==> config.mk <==
export PLATFORM = sky130hd
export DESIGN_NAME = zrtd_ram
export DESIGN_NICKNAME = d
export VERILOG_FILES = /design/src/rtl/zrtd_ram.sv
export SDC_FILE = /design/constraint.sdc
export NUM_CORES = 2
export LEC_CHECK = 0
export BUFFER_PORTS_ARGS = -buffer_cell sky130_fd_sc_hd__buf_4
export CELL_PAD_IN_SITES_DETAIL_PLACEMENT = 0
export CELL_PAD_IN_SITES_GLOBAL_PLACEMENT = 1
export CORE_UTILIZATION = 40
export CTS_BUF_LIST = sky130_fd_sc_hd__clkbuf_8 sky130_fd_sc_hd__clkbuf_16
export DETAILED_ROUTE_END_ITERATION = 7
export GPL_TIMING_DRIVEN = 0
export PLACE_DENSITY_LB_ADDON = 0.1
export SYNTH_ARGS = -nofsm -noshare
export SYNTH_HDL_FRONTEND = slang
export SYNTH_SLANG_ARGS = --single-unit
==> constraint.sdc <==
create_clock -name clk -period 3.8 [get_ports clk]
set_input_delay 0.76 -clock clk [delete_from_list [all_inputs] [get_ports clk]]
set_output_delay 0.76 -clock clk [all_outputs]
set_load 0.01 [all_outputs]
==> src/rtl/zrtd_ram.sv <==
// Generic single-write, single-read synchronous RAM with registered read data.
// No dependencies.
module zrtd_ram #(
  parameter int unsigned Width = 8,
  parameter int unsigned Depth = 256
) (
  input  logic                     clk,
  input  logic                     we,
  input  logic [$clog2(Depth)-1:0] waddr,
  input  logic [Width-1:0]         wdata,
  input  logic                     re,
  input  logic [$clog2(Depth)-1:0] raddr,
  output logic [Width-1:0]         rdata
);

  logic [Width-1:0] mem [Depth];

  always_ff @(posedge clk) begin
    if (we) begin
      mem[waddr] <= wdata;
    end
    if (re) begin
      rdata <= mem[raddr];
    end
  end

endmodule

# After elaboration in Yosys (flattened, before gate mapping)
# Memories as Yosys holds them, arrays and structs flattened. A register that Yosys moved wholly into a read port is not among the register bits.
# Index checks and enable logic that the tools add are counted.
[totals]
wordCells = 3
ram_bits = 2048
out_inout_bits = 8
reg_bits = 0
input_bits = 27
n_memories = 1
[mem_list]
columns = ["name", "depth", "word_bits", "read_ports", "rd_clocked_by_memory_dff", "wr", "line", "text"]
rows = [
  ["mem", 256, 8, 1, 1, 1, "16", "logic [Width-1:0] mem [Depth];"],
]
[classes]
muxes = 2
[ops]
columns = ["operator", "n"]
rows = [
  ["$mux 1", 2],
]

# Logic depth before layout (Yosys ltp)
[depth]
depth_word = 2
ltp_mapped = 11
ltp_nobuf = 6

# Least setup slack after synthesis
# No wires, ideal clock.
[synth_timing]
kind = "input-to-reg"
startpoint = "input raddr[0]"
endpoint = "register rdata[2], read port of mem, data pin"
slack_ns = 0.964
n_path_buf = 4
stages = 9
t_required_ns = 3.531
arrival_ns = 2.567
setup_time_ns = 0.269
path_cell_list = "buf_6 buf_12 buf_8 buf_2 mux4_2 a22oi_1 a21oi_1 nor4_1 nor4_2"
[synth_lines]
columns = ["element", "line", "text"]
rows = [
  ["from (decl)", "12", "input logic [$clog2(Depth)-1:0] raddr,"],
  ["to (decl)", "13", "output logic [Width-1:0] rdata"],
]

==> metrics.cfg <==
[outcome]
run_status = complete, but fails checks
violations = max-capacitance violations, max-slew violations, negative setup slack

[global_route]
grt_pass1_wl_um = 359400
grt-ovfl-total = 0
grt_max_degree = 145
grtUsageMet2 = 0.4163
grtUsageMet3 = 0.05764
grtUsageTotal = 0.2692
grtUsageMet1 = 0.3774
grt_antenna_before_repair = 14
grt_pass1_vias = 40570
grt_busiest_layer = met2

[floorplan]
initial_utilization = 0.4030
rows = 163
die_area_um2 = 200900
pin_count = 35
core_um2 = 197600
die_x_um = 448.2
die_h_um = 448.2

[cts]
clk_latency_ns = 0.88
clockBufferDepth = 3
clkSinkCount = 2056
numCtsBuffers = 214
clkTransAtPathRegs_ns = 0.06
cts-root-buf = clkbuf_16
htree_levels = 4
cts_tree = yes
postCtsHoldBufs = 0

[logic_synthesis]
seq_area_frac_synth = 0.7753
yosys_warnings = 0
synth_seq_cells = 2056
synth_area_per_cell_um2 = 21.33
synth_ff_type = edfxtp_1
syn_nets = 3760
synth_edf_count = 2056
postSynthCellCount = 3733
synth_area_um2 = 79640
async_reset_ff_frac = 0
netlist-cell-type-count = 54

[power]
intPower_w = 0.03732
seqPwrFrac = 0.518
p_leak_nw = 28.09
finalPower_w = 0.04829
powerDensity_nw_per_um2 = 531.6
clock_power_share = 0.422
ir_drop_v = 0.0003646
p_switching_w = 0.01097
p_comb_frac = 0.060
netSwitchingFraction = 0.2272

[sta]
whs_ns = 0.1655
fin_ws_ns = -0.1588
setup_viol = 90
slew_headroom = -0.009829
rsz0062_at_grt = false
finalWorstPathRequiredPeriod_ns = 3.959
worstMarginPinSlew_ns = 1.515
max_freq_mhz = 252.6
hold_viol_final = 0
fin_crit_sh = 1.042
slew_violations = 11
skew_ns = 0.02536
fin_tns_setup_ns = -4.729

[drt]
first_pass_iters = 5
routed_wire_length_per_instance_um = 39.40
ant_nets = 0
via_count = 40850
route.detailed.drc = 0
via_per_inst = 5.990
routed_wirelength_um = 268700
drtIter0Drc = 5425

[cells_and_area]
nets = 4022
design_area_um2 = 90840
syn_to_final_growth_pct = 14.07
fillCellCount = 16690
drive_above_1_share = 0.2410

[critical_path]
crit_type = input port to flip-flop
arrival_ns = 4.55
critPathMaxFanout = 10
r2r_cells = 6
end_kind = flip-flop
start_kind = input port
required_ns = 4.39

[job]
drv_cap = 2

[min_path]
min_path_cells = 1
hp-class = input port to flip-flop

[placement]
port_buffers = 27
gp_congestion = 0.9215
dp_slack_ns = -2.559
post_dp_cell_area_um2 = 83680
hpwl_um = 177600

==> Yosys cell counts, types with 3 or more instances <==
cell / number / area, um^2
a21oi_1: 96 / 480.5
nor3_1: 22 / 110.1
o221ai_1: 46 / 402.9
buf_1: 22 / 82.58
clkbuf_1: 111 / 416.7
a22o_1: 8 / 70.07
buf_2: 31 / 155.2
o32ai_1: 4 / 35.03
and2_1: 6 / 37.54
mux2i_1: 134 / 1341
o22ai_1: 28 / 175.2
mux4_2: 454 / 10220
nor2_1: 282 / 1059
o21ai_0: 10 / 50.05
a211oi_1: 16 / 120.1
or2_2: 4 / 25.02
o211ai_1: 10 / 75.07
buf_6: 21 / 236.5
a221oi_1: 13 / 113.9
nor2b_1: 31 / 193.9
buf_4: 27 / 202.7
nand3_1: 34 / 170.2
o22a_1: 5 / 43.79
nor4_1: 24 / 150.1
buf_8: 13 / 195.2
edfxtp_1: 2056 / 61740
nor4_2: 3 / 37.54
buf_12: 8 / 160.2
nand2b_1: 8 / 50.05
nand2_1: 33 / 123.9
nand4_1: 10 / 62.56
a22oi_1: 133 / 998.5
==> sequential cells by signal, summed over array words and instances (netlist names) <==
name,cells
rdata,8
mem,2048
==> power groups by stage <==
stage	Sequential [W]	Clock (W)	Combinational, W
after floorplan	0.0255	0	0.00121
after global placement	0.0256	0	0.00274
after detailed placement	0.0255	0	0.00283
after CTS	0.0250	0.0206	0.00288
after global routing	0.0250	0.0214	0.00295
final	0.0250	0.0204	0.00289
==> cells by family (layout without fill, tap and decap cells) <==
group,count (synthesis),in the layout,share of synthesized area
buffers and inverters,235,676,0.01829
multiplexers,591,591,0.1460
flip-flops,2056,2056,0.7753
AND/OR/NAND/NOR,466,466,0.02625
other,0,5,0
AO/OA/AOI/OAI,385,385,0.03416
==> routing by layer <==
| layer | vias to the layer above | part of all wire |
|---|---|---|
| met4 | 6 | 0.036 |
| li1 | 16270 | - |
| met2 | 1784 | 0.47 |
| met3 | 401 | 0.076 |
| met5 | - | 0.00014 |
| met1 | 22380 | 0.42 |
==> cells in the final DEF, fill, tap and decap left out, types with 8 or more instances in the layout <==
master	n
a21oi_1	96
a211oi_1	14
nand2b_1	8
buf_16	14
nor2b_1	31
bufinv_16	15
nand2_1	33
buf_6	21
nor4_2	12
buf_12	8
nor2_1	275
inv_1	56
clkinv_1	59
clkbuf_2	45
clkbuf_1	57
buf_8	21
nand3_1	33
clkinv_2	32
o211ai_1	10
nor4_4	8
edfxtp_1	2056
o21ai_0	10
clkbuf_16	221
o221ai_1	46
nand4_1	10
o22ai_1	28
buf_1	8
mux2i_1	134
a221oi_1	9
a22o_1	8
mux4_2	454
a22oi_1	133
buf_2	35
nor3_1	14
buf_4	55
==> what timing repair did <==
item                       in CTS  in global routing
gates resized for setup       100                 12
buffers inserted                1                  0
pin swaps                       1                  0
setup endpoints to repair       8                 35
==> critical path, stage by stage <==
cell             delay [ns]
buf_4                  0.16
buf_2                  0.38
clkdlybuf4s15_1        1.01
mux4_2                 0.48
nor2_1                 0.08
a2111oi_2              0.80
nor3_1                 0.21
nor4_2                 0.63
==> layout make-up <==
cell class / count / area [um^2] / share of cell area
multi-input combinational: 1442 / 16780 / 0.1847
clock buffer: 221 / 5530 / 0.06088
tap: 2640 / 3303 / 0.03636
clock inverter: 174 / 1176 / 0.01295
antenna: 5 / 12.51 / 0.0001377
timing repair buffer: 47 / 688.2 / 0.007575
sequential: 2056 / 61740 / 0.6796
inverter: 2 / 7.507 / 0.00008264
buffer: 232 / 1608 / 0.01770
==> worst paths after layout <==
check | startpoint | end | slack (ns)
hold reg to reg | mem[40][3]$_DFFE_PP_ | rdata[3]$_DFFE_PP_ | 1.41
setup reg to reg | mem[83][3]$_DFFE_PP_ | rdata[3]$_DFFE_PP_ | 0.64
hold / removal | re | rdata[0]$_DFFE_PP_ | 0.17
setup / recovery | raddr[3] | rdata[4]$_DFFE_PP_ | -0.16
==> stage by stage <==
stage | cells | util
6_report | 6819 | 0.4597
5_1_grt | 6817 | 0.4596
4_1_cts | 6814 | 0.4594
3_5_place_dp | 6419 | 0.4234
3_3_place_gp | 6400 | 0.4207
2_1_floorplan | 3733 | -
Power figures use the tool's default switching activity.
